<file path="src/design/mfh_pkg.sv">
`default_nettype none

package mfh_pkg;

  // Longest remaining-length field the MQTT standard allows
  localparam int MAX_LENGTH_BYTES_DEF = 4;

  localparam int LEN_W   = 28;
  localparam int TOTAL_W = 29;
  localparam int CNT_W   = 3;
  localparam int SIZE_W  = 3;

  // Parser phases
  localparam logic [1:0] PH_FIRST  = 2'd0;
  localparam logic [1:0] PH_LENGTH = 2'd1;
  localparam logic [1:0] PH_BODY   = 2'd2;

  // Result status codes
  localparam logic [1:0] ST_OK        = 2'd0;
  localparam logic [1:0] ST_BAD_TYPE  = 2'd1;
  localparam logic [1:0] ST_MALFORMED = 2'd2;

  localparam logic [3:0] TYPE_RESERVED = 4'd0;

  typedef struct packed {
    logic [1:0]       phase;
    logic [3:0]       held_type;
    logic [3:0]       held_flags;
    logic [LEN_W-1:0] length_accumulator;
    logic [CNT_W-1:0] length_byte_count;
    logic [LEN_W-1:0] body_bytes_left;
  } mfh_state_t;

  typedef struct packed {
    logic [3:0]         packet_type;
    logic [3:0]         header_flags;
    logic [SIZE_W-1:0]  header_size;
    logic [TOTAL_W-1:0] total_length;
    logic [1:0]         status;
  } mfh_result_t;

endpackage

`default_nettype wire

</file>
<file path="src/design/mfh_step.sv">
`default_nettype none

module mfh_step #(
  parameter int MAX_LENGTH_BYTES = mfh_pkg::MAX_LENGTH_BYTES_DEF
) (
  input  wire logic [7:0]          data_byte,
  input  wire mfh_pkg::mfh_state_t state,
  output mfh_pkg::mfh_state_t      state_next,
  output mfh_pkg::mfh_result_t     result,
  output logic                     result_fire
);
  import mfh_pkg::*;

  logic [6:0]        b7;
  logic [LEN_W-1:0]  part;
  logic [LEN_W-1:0]  acc_new;
  logic [CNT_W-1:0]  cnt_inc;
  logic [SIZE_W-1:0] size;
  logic [LEN_W-1:0]  body_dec;

  assign b7 = data_byte[6:0];

  // 7-bit group placed at its slot, least significant group first
  always_comb begin
    case (state.length_byte_count[1:0])
      2'd0:    part = {21'd0, b7};
      2'd1:    part = {14'd0, b7, 7'd0};
      2'd2:    part = {7'd0, b7, 14'd0};
      default: part = {b7, 21'd0};
    endcase
  end

  assign acc_new  = state.length_accumulator | part;
  assign cnt_inc  = state.length_byte_count + CNT_W'(1);
  assign size     = SIZE_W'(cnt_inc) + SIZE_W'(1);
  assign body_dec = state.body_bytes_left - LEN_W'(1);

  always_comb begin
    state_next  = state;
    result_fire = 1'b0;
    result      = '0;
    unique case (state.phase)
      PH_LENGTH: begin
        state_next.length_accumulator = acc_new;
        state_next.length_byte_count  = cnt_inc;
        result.packet_type  = state.held_type;
        result.header_flags = state.held_flags;
        result.header_size  = size;
        if (!data_byte[7]) begin
          result_fire         = 1'b1;
          result.total_length = TOTAL_W'(size) + TOTAL_W'(acc_new);
          result.status       = ST_OK;
          state_next.body_bytes_left = acc_new;
          state_next.phase = (acc_new != '0) ? PH_BODY : PH_FIRST;
        end else if (cnt_inc >= CNT_W'(MAX_LENGTH_BYTES)) begin
          result_fire         = 1'b1;
          result.total_length = '0;
          result.status       = ST_MALFORMED;
          state_next.phase    = PH_FIRST;
        end
      end
      PH_BODY: begin
        state_next.body_bytes_left = body_dec;
        if (body_dec == '0) begin
          state_next.phase = PH_FIRST;
        end
      end
      default: begin
        // first byte; the unused phase code lands here too
        state_next.phase = PH_FIRST;
        if (data_byte[7:4] == TYPE_RESERVED) begin
          result_fire         = 1'b1;
          result.packet_type  = TYPE_RESERVED;
          result.header_flags = data_byte[3:0];
          result.header_size  = SIZE_W'(1);
          result.total_length = '0;
          result.status       = ST_BAD_TYPE;
        end else begin
          state_next.held_type          = data_byte[7:4];
          state_next.held_flags         = data_byte[3:0];
          state_next.length_accumulator = '0;
          state_next.length_byte_count  = '0;
          state_next.phase              = PH_LENGTH;
        end
      end
    endcase
  end

endmodule

`default_nettype wire

</file>
<file path="src/design/mfh_result_reg.sv">
`default_nettype none

module mfh_result_reg (
  input  wire logic                 clk,
  input  wire logic                 rst,
  input  wire logic                 load,
  input  wire mfh_pkg::mfh_result_t result,
  input  wire logic                 out_ready,
  output logic                      out_valid,
  output mfh_pkg::mfh_result_t      held
);
  import mfh_pkg::*;

  logic out_valid_next;

  // a load is only issued when the slot is free or being drained
  assign out_valid_next = load | (out_valid & ~out_ready);

  always_ff @(posedge clk) begin
    if (rst) begin
      out_valid <= 1'b0;
    end else begin
      out_valid <= out_valid_next;
    end
  end

  always_ff @(posedge clk) begin
    if (load) begin
      held <= result;
    end
  end

endmodule

`default_nettype wire

</file>
<file path="src/design/mqtt_fixed_header_parser_unit.sv">
// A byte is taken into the input beat register, parsed from there, and its
// result, if any, is loaded into the output register.
// Throughput: one byte per cycle. A byte that makes a result waits only while
// the output register holds a stalled result; bytes with no result never wait.
// Reset (synchronous, rst high): parser state cleared, waiting for a first
// byte, out_valid low.
`default_nettype none

module mqtt_fixed_header_parser_unit #(
  parameter int MAX_LENGTH_BYTES = mfh_pkg::MAX_LENGTH_BYTES_DEF
) (
  input  wire logic        clk,
  input  wire logic        rst,
  input  wire logic        in_valid,
  output logic             in_ready,
  input  wire logic [7:0]  data_byte,
  output logic             out_valid,
  input  wire logic        out_ready,
  output logic [3:0]       packet_type,
  output logic [3:0]       header_flags,
  output logic [2:0]       header_size,
  output logic [28:0]      total_length,
  output logic [1:0]       status
);
  import mfh_pkg::*;

  // input beat register
  logic       byte_valid;
  logic [7:0] byte_q;

  // parser state and its update
  mfh_state_t  state;
  mfh_state_t  state_next;
  mfh_result_t step_result;
  logic        step_fire;
  mfh_result_t res;

  logic advance;
  logic load;

  mfh_step #(
    .MAX_LENGTH_BYTES(MAX_LENGTH_BYTES)
  ) u_step (
    .data_byte  (byte_q),
    .state      (state),
    .state_next (state_next),
    .result     (step_result),
    .result_fire(step_fire)
  );

  // A held byte moves on unless it makes a result and the output slot is
  // still full and stalled. Body bytes never wait, nor do continuation bytes before the last allowed one.
  assign advance  = byte_valid & (~step_fire | ~out_valid | out_ready);
  assign load     = advance & step_fire;
  assign in_ready = ~byte_valid | advance;

  always_ff @(posedge clk) begin
    if (rst) begin
      byte_valid <= 1'b0;
    end else if (in_ready) begin
      byte_valid <= in_valid;
    end
  end

  always_ff @(posedge clk) begin
    if (in_ready && in_valid) begin
      byte_q <= data_byte;
    end
  end

  always_ff @(posedge clk) begin
    if (rst) begin
      state <= '{phase: PH_FIRST, default: '0};
    end else if (advance) begin
      state <= state_next;
    end
  end

  mfh_result_reg u_result (
    .clk      (clk),
    .rst      (rst),
    .load     (load),
    .result   (step_result),
    .out_ready(out_ready),
    .out_valid(out_valid),
    .held     (res)
  );

  assign packet_type  = res.packet_type;
  assign header_flags = res.header_flags;
  assign header_size  = res.header_size;
  assign total_length = res.total_length;
  assign status       = res.status;

  // Skipping a body always has bytes left to skip
  a_body_nonzero: assert property (@(posedge clk) disable iff (rst)
    (state.phase == PH_BODY) |-> (state.body_bytes_left != '0))
    else $error("body phase with nothing left to skip");

  // Good header: at least one length byte, total covers the header
  a_ok_sizes: assert property (@(posedge clk) disable iff (rst)
    (out_valid && status == ST_OK) |->
      (header_size >= 3'd2 && total_length >= 29'(header_size)))
    else $error("ok result with bad size");

  // Bad type result comes from a single byte and carries no length
  a_bad_type: assert property (@(posedge clk) disable iff (rst)
    (out_valid && status == ST_BAD_TYPE) |->
      (packet_type == TYPE_RESERVED && header_size == 3'd1 && total_length == '0))
    else $error("bad type result malformed");

  // Malformed length only after the full run of length bytes
  a_malformed: assert property (@(posedge clk) disable iff (rst)
    (out_valid && status == ST_MALFORMED) |->
      (header_size == 3'(MAX_LENGTH_BYTES + 1) && total_length == '0))
    else $error("malformed result with wrong size");

  // A stalled result must not be overwritten by a new one
  a_no_overwrite: assert property (@(posedge clk) disable iff (rst)
    (out_valid && !out_ready) |-> !load)
    else $error("result overwritten while stalled");

endmodule

`default_nettype wire

</file>
<file path="config.mk">
export PLATFORM = sky130hd
export DESIGN_NAME = mqtt_fixed_header_parser_unit
export DESIGN_NICKNAME = d
export VERILOG_FILES = /design/src/design/mfh_pkg.sv /design/src/design/mfh_step.sv /design/src/design/mfh_result_reg.sv /design/src/design/mqtt_fixed_header_parser_unit.sv
export SDC_FILE = /design/constraint.sdc
export NUM_CORES = 1
export LEC_CHECK = 0
export ABC_AREA = 0
export BUFFER_PORTS_ARGS = -buffer_cell sky130_fd_sc_hd__buf_2
export CAP_MARGIN = 20
export CORE_MARGIN = 2
export CORE_UTILIZATION = 40
export DETAILED_ROUTE_END_ITERATION = 8
export PLACE_DENSITY = 0.57
export SLEW_MARGIN = 15
export SYNTH_ARGS = -nofsm -noshare
export SYNTH_HDL_FRONTEND = slang
export SYNTH_SLANG_ARGS = --single-unit
</file>
<file path="constraint.sdc">
create_clock -name clk -period 3.8 [get_ports clk]
set_input_delay 0.38 -clock clk [delete_from_list [all_inputs] [get_ports clk]]
set_output_delay 0.38 -clock clk [all_outputs]
set_load 0.02 [all_outputs]
</file>
# --- Word-level counts from Yosys, hierarchy flattened ---
# Index checks and enable logic that the tools add are counted.
totals:
  input_bits: 12
  output_inout_bits: 44
  regBits: 121
  elab_cells: 71
op_classes:
  eq_ne: 8
  muxes: 18
  n_reduce_logical: 11
  n_lt_le_gt_ge: 1
  n_addsub: 4
  bitwise: 15
ops:
  columns: ["cell", "n"]
  rows:
  - ["one-hot mux 28 bit (3 select lines)", 1]
  - ["one-hot mux 42 bit (2 select lines)", 1]
  - ["one-hot mux 31 bit (2 select lines)", 1]
  - ["one-hot mux 28 bit (2 select lines)", 1]
  - ["2-to-1 mux 40 bit", 1]
  - ["2-to-1 mux 38 bit", 1]
  - ["2-to-1 mux 31 bit", 1]
  - ["adder 3 x 28 -> 29 bit", 1]
  - ["logical NOT 28 bit", 1]
  - ["2-to-1 mux 28 bit", 1]
  - ["bitwise OR 28 bit", 1]
  - ["nonzero test 28 bit", 1]
  - ["subtractor 28 x 1 -> 28 bit (second input constant)", 1]
  - ["AND reduction 3 bit", 4]
  - ["2-to-1 mux 2 bit", 5]
  - ["inverter 1 bit", 7]
  - ["adder 3 x 1 -> 3 bit (second input constant)", 2]
  - ["equality test 2 x 1 -> 1 bit (second input constant)", 2]
  - ["equality test 2 bit (second input constant)", 2]
  - ["logical NOT 4 bit", 1]
  - ["inequality test 2 bit (second input constant)", 2]
  - ["bitwise OR 1 bit", 4]
  - ["one-hot mux 2 bit (2 select lines)", 1]
  - ["AND 1 bit", 3]
  - ["other kinds (9)", 11]

# --- Logic depth before layout (Yosys ltp) ---
# Gate-level depths: netlist of the first run.
logic_depth:
  word_depth: 11
  depth_mapped: 14
  mapped_depth_nobuf: 14

# --- By module ---
# From an unflattened synthesis of the first run, not the netlist that was laid out.
hier_totals:
  hier_cells: 919
  hier_area_um2: 7957.6
by_module_without_submodules:
  columns: ["module", "cells_each", "seq_area_each_um2", "area_each_um2", "n_inst"]
  rows:
  - ["mqtt_fixed_header_parser_unit", 315, 1641.6, 3384.5, 1]
  - ["mfh_step", 558, 0.0, 3273.1, 1]
  - ["mfh_result_reg", 46, 1281.2, 1300.0, 1]

# --- Least setup slack after synthesis of the first run ---
# No wires, ideal clock.
synth_path:
  path_kind: "register to register"
  startpoint: "reg, netlist name state[28]"
  endpoint: "reg u_result.held[28] in the netlist's numbering, data pin"
  n_path_buf: 0
  stages_incl_launch_ff: 15
  required_time_ps: 3534
  path_slack_ps: 747
  period_less_slack_ps: 3053
  arrival_time_ps: 2787
  setup_ps: 266
  path_cell_list: "dfxtp_1 -> inv_1 -> ha_1 -> nor2b_1 -> a21o_1 -> ha_1 -> inv_1 -> fa_1 -> inv_1 -> a21o_1 -> and4_1 -> nand3_1 -> nor3_1 -> xor2_1 -> nor2_1"
synth_lines:
  columns: ["element", "line_no", "text"]
  rows:
  - ["to (signal assigned)", "mfh_result_reg.sv:29", "held <= result;"]
  - ["to (decl)", "mfh_result_reg.sv:10", "output mfh_pkg::mfh_result_t held"]

==> parameters.txt, run 1 <==
Parameter                              Value

Status
  Status    complete, no violations

Final layout
  Area Growth Syn to Fin    15.66%
  Utilization after layout    0.4760
  Finished Cell Area    0.007589 mm²
  Diode insertion count for antenna repair    0
  Non-Filler Instances    1,024
  Ratio of cells with drive above 1 in the final layout    0.1498
  Number of nets in the layout    821

Min path
  Start point of the worst min-delay path    data_byte[1]
  Cell depth of the worst min-delay path    1
  Worst min path class    primary input to flip-flop
  Endpoint with the worst hold slack    byte_q[1]

Worst setup path
  Register-to-Register Path Depth    14
  CP cell instances    inv_1 -> ha_1 -> nor2b_4 -> a21o_1 -> ha_1 -> inv_1 -> fa_1 -> inv_1 -> a21o_1 -> and4_1 -> nand3_1 -> nor3_1 -> xor2_1 -> nor2_1
  Crit-path most repeated cell    inv_1
  Crit path buf inv count    3
  Endpoint of the worst-slack reg-to-reg timing path    u_result.held[28]
  Worst setup path startpoint    state[28]
  Peak fanout along the critical path    7
  Flop2flop setup slack    0.31 ns
  Arrival time at the worst endpoint    3.65 ns
  Launch instance of the worst register-to-register path    state[28]
  Critical Path Max Stage Delay    0.40 ns
  Critical Path Source Type    flip-flop
  Family of cells with the greatest summed delay on the critical path    simple AND/OR/NAND/NOR gates
  Critical path required time    3.96 ns
  Worst setup EP type    flip-flop
  Cell type of the slowest stage on the worst timing path    dfxtp_1
  Critical Setup Path Class    flip-flop to flip-flop

Global routing
  Overall global routing resource usage    0.2066
  Largest net degree at the start of global routing    56
  Via count of the first global-routing pass    5,299
  Global-route wire length before repair    28,680 µm
  Antenna violations before repair    0
  Total gr overflow    0

Synthesis
  Area share of the largest cell type after synthesis    0.2288
  Post-Synth XOR/XNOR Area    0.04138
  Most frequent cells after synthesis    nor2_1, dfxtp_1, a21oi_1, nand2_1, edfxtp_1
  Mux cell area share after synthesis    0.009344
  Synth area leader    edfxtp_1
  Net count after synthesis    779
  Top-count cell post-synth    nor2_1
  Main flop type after synthesis    dfxtp_1
  Complex-gate fraction of the synthesized area    0.1880
  Synth Area per Inst    8.714 µm²
  Synthesized instance count    753
  Unique masters post-synth    68
  Leading cell types by total area after synthesis    edfxtp_1, dfxtp_1, nor2_1, a21oi_1, nand2_1
  Post-Synthesis Cell Area    0.006561 mm²
  Basic-gate share of the synthesized area counting and, or, nand and nor cells    0.2380
  Number of enable-type register cells in the synthesized netlist    50
  Flops & latches, synth    121
  Sequential-to-total area share from yosys stat    0.4455
  Proportion of synthesized flip-flops having asynchronous set or reset    0
  Dominant combinational cell family by area after synthesis    simple AND/OR/NAND/NOR gates
  Total number of yosys warnings    0
  Area share of fa/ha/maj cells after synthesis    0.02784

Clocking
  Htree depth    4
  TritonCTS clock tree    built
  Worst-skew pair later-pin latency    0.43 ns
  Number of clock sinks    121
  Clock transition at the registers of the reported paths    0.06 ns
  Cell chosen for the clock root    clkbuf_16
  Number of buffers between clock root and the deepest sink    2
  Number of hold-repair buffers added at the cts stage    0
  Number of CTS-inserted buffers    17

Placed design
  Instance count after placement with tap cells included    992
  Cell area after placement    0.007017 mm²
  RD Place Congestion    0.9467
  HPWL reported at the end of detailed placement    12,640 µm
  Pre-CTS worst setup slack    0.1915 ns
  IO buf count    55

STA
  Final-layout setup total negative slack    0 ns
  Setup repair after global routing missed its margin    false
  Relative slew slack    0.4189
  Fmax    0.2863 GHz
  Setup-failing EPs final    0
  Slew at the pin closest to its max-slew limit    0.8716 ns
  Final worst clock skew    0.01360 ns
  Fraction of the cycle the final worst path needs    0.9191
  Final hold slack    0.1333 ns
  Pins Over Slew Limit    0
  Post-layout minimum cycle time    3.492 ns
  Setup slack after layout    0.3076 ns
  Final count of hold timing violations    0

Floorplanning
  Initial Utilization    0.4116
  Placement Rows    46
  Floorplan die width    132.1 µm
  Die Ht    132.1 µm
  Overall die area    0.01744 mm²
  Area of the core    0.01594 mm²
  Number of top-level design ports    56

Power
  Max IR drop VDD    338.5 µV
  Total net switching power    1.651 mW
  Power share of the sequential group    0.340
  Static power due to leakage    2.821 nW
  Total power after layout    4.558 mW
  Share of total power in combinational logic    0.320
  Ratio of total power to cell area    600.6 mW/mm²
  Fraction of power consumed by the clock network    0.340
  Total internal power    2.906 mW
  Switching portion of total power    0.3623

Detailed routing
  First-pass detailed-route iteration total    5
  Number of vias after detailed routing    5,802
  Detail-routed net length per standard cell    17.40 µm
  DRC violation count after routing    0
  Via density per instance    5.666
  Total detailed-routing wirelength    17,810 µm
  Initial DRC Count    555
  Post-route ant nets    0

Job
  Maxcap violations    0
worst register-to-register path: stages, from the launching register on:
cell and delay, ns:
dfxtp_1 0.40, inv_1 0.18, ha_1 0.24, nor2b_4 0.24
a21o_1 0.23, ha_1 0.21, inv_1 0.07, fa_1 0.39
inv_1 0.07, a21o_1 0.14, and4_1 0.32, nand3_1 0.21
nor3_1 0.27, xor2_1 0.19, nor2_1 0.07
sequential cells by signal, summed over array words and instances (netlist names):
register / flops
byte_q: 8
byte_valid: 1
state: 69
u_result.held: 42
u_result.out_valid: 1
power groups by stage:
stage,Sequential [mW],Clock (mW),Combinational [mW]
after floorplan,1.57,0,1.06
final,1.55,1.55,1.46
after global routing,1.56,1.63,1.60
after global placement,1.57,0,1.43
after detailed placement,1.57,0,1.44
after CTS,1.55,1.57,1.44
layout make-up:
class,count,area (µm²)
clock buffers,19,432.9
fillers,1538,8354
multi-input cells,557,3321
well taps,216,270.3
clock inverters,13,130.1
flip-flops and latches,121,2923
inverters,23,86.33
repair buffers,75,425.4
worst max-delay path by stage:
stage / end / cells past startpoint
2_1_floorplan: u_result.held[28] / 14
6_report: u_result.held[28] / 14
5_1_grt: u_result.held[26] / 14
4_1_cts: u_result.held[28] / 14
3_5_place_dp: u_result.held[28] / 14
3_3_place_gp: u_result.held[28] / 14
layer usage:
| metal | up-vias | GRT usage | share of wire |
|---|---|---|---|
| met3 | 21 | 0.04075 | 0.053 |
| li1 | 2800 | - | - |
| met1 | 2776 | 0.2911 | 0.48 |
| met5 | - | 0 | 0 |
| met2 | 205 | 0.3183 | 0.46 |
| met4 | 0 | 0.06763 | 0.016 |
layout by cell type (no fill, tap or decap), types with 6 or more instances in the layout:
cell type / count
nor2_1: 121
dfxtp_1: 71
a21oi_1: 65
buf_2: 55
nand2_1: 54
edfxtp_1: 50
o21ai_0: 29
a22oi_1: 26
nand3_1: 25
inv_1: 23
buf_4: 20
xnor2_1: 19
clkbuf_16: 17
a21o_1: 15
nor3_1: 15
ha_1: 13
xor2_1: 12
or3_1: 11
a211oi_1: 11
nor4_1: 10
o22ai_1: 10
nand3b_1: 9
and2_1: 9
nand4_1: 6
nor4b_1: 6
what timing repair did:
action,in CTS,in global routing
setup endpoints to repair,0,4
setup buffers,0,0
gates resized for setup,0,2
kinds of logic (layout without fill, tap and decap cells):
logic type | after synthesis | count (layout)
adder cells (fa/ha/maj) | 14 | 14
AO/OA/AOI/OAI | 194 | 194
buffers and inverters | 75 | 130
multiplexers | 6 | 6
XOR/XNOR | 31 | 31
AND/OR/NAND/NOR | 312 | 312
flip-flops | 121 | 121
No activity file was read; power rests on OpenSTA's default activity.
==> run 2: changes to the inputs <==
==> constraint.sdc (replaced) <==
create_clock -name clk -period 3.8 [get_ports clk]
set_input_delay 0.57 -clock clk [delete_from_list [all_inputs] [get_ports clk]]
set_output_delay 0.57 -clock clk [all_outputs]
set_load 0.02 [all_outputs]
==> run 2 against run 1 <==
Clock skew shrank 0.00076 ns. Sequential power is essentially flat. Die area is the same. Total power grew 2.3%. First-iteration DRC count shrank 0.90%. Via count is essentially flat. Clock power grew 6%. Hold slack gained 0.18 ns. Worst setup slack gained 0.020 ns. Count of clock-buffer cells in the layout shrank 1. Combinational power is essentially flat. Largest power group is now clock.
==> parameters.txt, run 2 (synthesized netlist as in run 1, its figures left out) <==
Parameter                              Value

Clocking
  Htree depth    4
  Number of clock sinks    121
  TritonCTS clock tree    built
  Worst-skew pair later-pin latency    0.43 ns
  Number of hold-repair buffers added at the cts stage    0
  Clock transition at the registers of the reported paths    0.06 ns
  Number of buffers between clock root and the deepest sink    2
  Number of CTS-inserted buffers    17
  Cell chosen for the clock root    clkbuf_16
  Setup bufs post-CTS    0

Detailed routing
  First-pass detailed-route iteration total    5
  Number of vias after detailed routing    5,800
  Total detailed-routing wirelength    17,900 µm
  Via density per instance    5.664
  Initial DRC Count    550
  Post-route ant nets    0
  DRC violation count after routing    0
  Detail-routed net length per standard cell    17.48 µm

Power
  Max IR drop VDD    345.7 µV
  Fraction of power consumed by the clock network    0.355
  Power share of the sequential group    0.332
  Ratio of total power to cell area    611.8 mW/mm²
  Static power due to leakage    2.843 nW
  Total power after layout    4.664 mW
  Switching portion of total power    0.3606
  Total internal power    2.982 mW
  Share of total power in combinational logic    0.314
  Total net switching power    1.682 mW

Final layout
  Max reg flops    69
  Area Growth Syn to Fin    16.19%
  Largest registers ranked by flip-flop count    state: 69 flops, u_result.held: 42 flops, byte_q: 8 flops
  Filler cells    1,551
  Register with the highest flop count    state
  Ratio of cells with drive above 1 in the final layout    0.1535
  Leading cell types in the layout, fill and taps excluded    nor2_1, dfxtp_1, a21oi_1
  Number of nets in the layout    821
  Leading cell type in the layout, fill and taps excluded    nor2_1
  Finished Cell Area    0.007624 mm²
  Diode insertion count for antenna repair    0

STA
  Post-layout minimum cycle time    3.472 ns
  Fraction of the cycle the final worst path needs    0.9137
  Setup-failing EPs final    0
  Final hold slack    0.3162 ns
  Final count of hold timing violations    0
  Fmax    0.2880 GHz
  Final-layout setup total negative slack    0 ns
  Setup slack after layout    0.3278 ns
  Setup repair after global routing missed its margin    false
  Pins Over Slew Limit    0
  Final worst clock skew    0.01284 ns
  Relative slew slack    0.3994
  Slew at the pin closest to its max-slew limit    0.9009 ns

Worst setup path
  Critical Path Source Type    flip-flop
  Arrival time at the worst endpoint    3.64 ns
  Critical path required time    3.97 ns
  Peak fanout along the critical path    7
  Worst setup EP type    flip-flop
  Critical Setup Path Class    flip-flop to flip-flop

Status
  Status    complete, no violations

Floorplanning
  Initial Utilization    0.4116
  Floorplan die width    132.1 µm
  Number of top-level design ports    56
  Overall die area    0.01744 mm²
  Die Ht    132.1 µm
  Area of the core    0.01594 mm²
  Placement Rows    46

Global routing
  Most Used Layer, Global Route    met2
  Via count of the first global-routing pass    5,404
  Met2 routing resource usage after global routing    0.3252
  Global-route met1 utilization    0.2901
  Total gr overflow    0
  Global routing usage on met3    0.04691
  Global-route wire length before repair    29,160 µm
  Overall global routing resource usage    0.2106
  Largest net degree at the start of global routing    53
  Antenna violations before repair    0

Placed design
  Cell area after placement    0.007017 mm²
  RD Place Congestion    0.9353
  Pre-CTS worst setup slack    0.2169 ns
  IO buf count    55
  HPWL reported at the end of detailed placement    12,790 µm

Min path
  Worst min path class    primary input to flip-flop

Job
  Maxcap violations    0
[run 2: cell count changes in the layout (fill, tap and decap cells not counted), sizes merged]
| cell | change |
|---|---|
| bufinv | +1 |
| clkbuf | -1 |
| clkinv | +1 |
| clkinvlp | -3 |
| inv | +2 |
[run 2: layout make-up]
type | count | area [µm²] | share of cell area
tap | 216 | 270.3 | 0.03545
clock buffer | 18 | 429.2 | 0.05629
multi-input combinational | 557 | 3316 | 0.4349
sequential | 121 | 2923 | 0.3834
inverter | 23 | 86.33 | 0.01132
clock inverter | 14 | 173.9 | 0.02281
timing repair buffer | 75 | 425.4 | 0.05580
[run 2: path summary, 6_finish.rpt]
check / start / end / slack, ns / depth (start not counted)
max: state[28] / u_result.held[28] / 0.33 / 14
min: data_byte[7] / byte_q[7] / 0.32 / 1
max reg2reg: state[28] / u_result.held[28] / 0.33 / 14
min reg2reg: state[65] / state[65] / 0.46 / 2
[run 2: metal layers]
metal / vias to the layer above / part of all wire
met4: 0 / 0.022
li1: 2812 / -
met3: 31 / 0.060
met2: 197 / 0.45
met1: 2760 / 0.47
met5: - / 0
[run 2: power by group through the flow]
stage          combinational [mW]  sequential (mW)  clock [mW]
2_1_floorplan                1.06             1.57           0
3_3_place_gp                 1.43             1.57           0
3_5_place_dp                 1.44             1.57           0
4_1_cts                      1.44             1.55        1.68
5_1_grt                      1.62             1.56        1.73
6_report                     1.46             1.55        1.65
[run 2: per-stage QoR]
step,instances,util
after global placement,992,0.4401
after global routing,1024,0.4782
after floorplan,753,-
final,1024,0.4782
after detailed placement,992,0.4401
after CTS,1024,0.4779
[run 2: critical path: stages (launching register included)]
cell	delay [ns]
dfxtp_1	0.39
inv_1	0.18
ha_1	0.24
nor2b_2	0.32
a21o_1	0.27
ha_1	0.19
inv_1	0.05
fa_1	0.40
inv_1	0.07
a21o_1	0.13
and4_1	0.29
nand3_1	0.19
nor3_1	0.24
xor2_1	0.17
nor2_1	0.06
[run 2: timing repair]
item / in CTS / in global routing
setup endpoints to repair: 0 / 4
hold endpoints to repair: 0 / 0
resized for setup: 0 / 1
==> run 3: changes to the inputs <==
- ABC_AREA: 0 -> 1
==> run 3 against run 2 <==
Fmax rose by 2.4%. Worst setup slack improved by 0.082 ns. Die area rose by 1.6%. Via count rose by 6.9%. Register-to-register slack improved by 0.08 ns. Final cell count rose by 16%. Cell area rose by 1.4%. Clock skew fell by 0.0033 ns. Synthesized cell count rose by 19%. Highest routed layer unchanged. Clock power fell by 3%. Sequential share of layout area fell by 0.54 points. Flip-flop and latch count did not move.
==> parameters.txt, run 3 <==
Parameter                              Value

Synthesis
  Post-Synthesis Cell Area    0.006670 mm²
  Most frequent cells after synthesis    nand2_1, nor2_1, a21oi_1, inv_1, dfxtp_1
  Proportion of synthesized flip-flops having asynchronous set or reset    0
  Top-count cell post-synth    nand2_1
  Main flop type after synthesis    dfxtp_1
  Synth area leader    edfxtp_1
  Net count after synthesis    923
  Area share of the largest cell type after synthesis    0.2251
  Synthesized instance count    897
  Flops & latches, synth    121
  Leading cell types by total area after synthesis    edfxtp_1, dfxtp_1, nand2_1, a21oi_1, nor2_1
  Total number of yosys warnings    0
  Synth Area per Inst    7.436 µm²
  Unique masters post-synth    45
  Sequential-to-total area share from yosys stat    0.4382
  Number of enable-type register cells in the synthesized netlist    50

STA
  Final count of hold timing violations    0
  Relative slew slack    0.4544
  Setup-failing EPs final    0
  Setup repair after global routing missed its margin    false
  Post-layout minimum cycle time    3.390 ns
  Final-layout setup total negative slack    0 ns
  Final worst clock skew    0.009569 ns
  Fraction of the cycle the final worst path needs    0.8921
  Slew at the pin closest to its max-slew limit    0.8183 ns
  Pins Over Slew Limit    0
  Fmax    0.2950 GHz

Floorplanning
  Number of top-level design ports    56
  Floorplan die width    133.1 µm
  Overall die area    0.01772 mm²
  Initial Utilization    0.4051
  Area of the core    0.01647 mm²
  Die Ht    133.1 µm
  Placement Rows    47

Placed design
  HPWL reported at the end of detailed placement    13,800 µm
  RD Place Congestion    0.9397
  Cell area after placement    0.007147 mm²
  IO buf count    55
  Instance count after placement with tap cells included    1,151

Global routing
  Global-route wire length before repair    30,670 µm
  Antenna violations before repair    0
  Largest net degree at the start of global routing    48
  Overall global routing resource usage    0.2236
  Via count of the first global-routing pass    5,773
  Total gr overflow    0

Final layout
  Diode insertion count for antenna repair    0
  Leading cell type in the layout, fill and taps excluded    nand2_1
  Max reg flops    69
  Finished Cell Area    0.007732 mm²
  Register with the highest flop count    state
  Number of nets in the layout    976
  Area Growth Syn to Fin    15.93%
  Ratio of cells with drive above 1 in the final layout    0.1475
  Non-Filler Instances    1,183
  Largest registers ranked by flip-flop count    state: 69 flops, u_result.held: 42 flops, byte_q: 8 flops
  Leading cell types in the layout, fill and taps excluded    nand2_1, nor2_1, a21oi_1

Worst setup path
  Endpoint of the worst-slack reg-to-reg timing path    u_result.held[26]
  Register-to-Register Path Depth    18
  Worst setup EP type    flip-flop
  Critical Setup Path Class    flip-flop to flip-flop
  Launch instance of the worst register-to-register path    state[28]
  Critical path required time    3.98 ns
  Arrival time at the worst endpoint    3.57 ns
  Flop2flop setup slack    0.41 ns
  Critical Path Source Type    flip-flop
  Peak fanout along the critical path    6

Job
  Maxcap violations    0

Clocking
  Number of clock sinks    121
  Number of CTS-inserted buffers    17
  Cell chosen for the clock root    clkbuf_16
  Htree depth    4
  TritonCTS clock tree    built
  Clock transition at the registers of the reported paths    0.06 ns
  Number of buffers between clock root and the deepest sink    2
  Worst-skew pair later-pin latency    0.43 ns

Detailed routing
  Via density per instance    5.241
  First-pass detailed-route iteration total    5
  Initial DRC Count    469
  Total detailed-routing wirelength    19,050 µm
  Post-route ant nets    0
  DRC violation count after routing    0
  Detail-routed net length per standard cell    16.11 µm
  Number of vias after detailed routing    6,200

Min path
  Endpoint with the worst hold slack    byte_q[4]
  Cell depth of the worst min-delay path    1
  Start point of the worst min-delay path    data_byte[4]
  Worst min path class    primary input to flip-flop

Power
  Max IR drop VDD    359.9 µV
  Static power due to leakage    3.190 nW
  Ratio of total power to cell area    492.6 mW/mm²

Status
  Status    complete, no violations
[run 3: cell count changes after synthesis, sizes merged, moves of 10 or more]
cell,delta
clkbuf,-30
a21o,-15
a21oi,+36
or3,-11
xnor2,-16
o22ai,-10
o21bai,+12
inv,+80
a22oi,-26
o21ai,+25
xor2,-10
nand2,+156
nand3,+24
[run 3: repair_timing]
item / CTS / global route
gates resized for setup: 0 / 2
setup endpoints to repair: 0 / 1
setup buffers: 0 / 0
hold buffers: 0 / 0
endpoints found under the hold margin: 0 / 0
[run 3: final cells by class]
| type | count | area, µm² |
|---|---|---|
| Sequential cell | 121 | 2923 |
| Clock inverter | 14 | 150.1 |
| Clock buffer | 18 | 429.2 |
| Multi-Input combinational cell | 640 | 3209 |
| Inverter | 106 | 402.9 |
| Fill cell | 1680 | 8733 |
| Tap cell | 220 | 275.3 |
| Timing Repair Buffer | 64 | 342.8 |
[run 3: layer usage]
metal / track usage / part of all wire
met4: 0.08333 / 0.023
met3: 0.04148 / 0.063
met2: 0.3515 / 0.45
met5: 0 / 0
met1: 0.3085 / 0.46
[run 3: logic make-up after synthesis]
| kind of cell | after synthesis | synth area share |
|---|---|---|
| compound gates | 192 | 0.1630 |
| xor+xnor | 5 | 0.006567 |
| fa+ha+maj | 14 | 0.02739 |
| buf+inv | 136 | 0.08122 |
| flops | 121 | 0.4382 |
| simple gates | 429 | 0.2836 |
[run 3: how the worst max path moves through the flow]
stage                         start           endpoint  cells after the start  slack [ns]
after floorplan           state[28]  u_result.held[26]                     20        0.71
after global placement    state[28]  u_result.held[26]                     19        0.45
after detailed placement  state[28]  u_result.held[26]                     19        0.36
after CTS                 state[28]  u_result.held[26]                     19        0.33
after global routing      state[28]  u_result.held[26]                     18        0.02
final                     state[28]  u_result.held[26]                     18        0.41
[run 3: critical path, stage by stage, from the launching register on]
cell,delay [ns]
dfxtp_1,0.46
inv_1,0.18
ha_1,0.36
xnor2_1,0.20
inv_1,0.11
fa_1,0.44
or2_1,0.25
nand2_1,0.06
nand2_1,0.09
nor2_2,0.13
nand2_2,0.10
nor2_4,0.10
nand2_2,0.09
nor3_2,0.14
inv_2,0.07
nor2_4,0.11
nand3_2,0.10
nor2_1,0.10
nor2_1,0.06
[run 3: report_power, final]
| part | total [mW] | internal, mW | switching (mW) | leakage [nW] |
|---|---|---|---|---|
| Combinational | 0.761 | 0.232 | 0.529 | 1.91 |
| Sequential | 1.45 | 1.41 | 0.0418 | 0.999 |
| Clock | 1.60 | 0.967 | 0.632 | 0.278 |
[run 3: per-stage QoR]
step                      power (mW)  hold slack, ns  setup WS, ns    util
after floorplan                2.034          0.4296        0.7122       -
after global placement         2.227          0.4484        0.4483  0.4340
after detailed placement       2.224          0.4485        0.3553  0.4340
after CTS                      3.817          0.3068        0.3350  0.4692
after global routing           3.993          0.3063       0.01536  0.4696
final                          3.809          0.3160        0.4099  0.4696
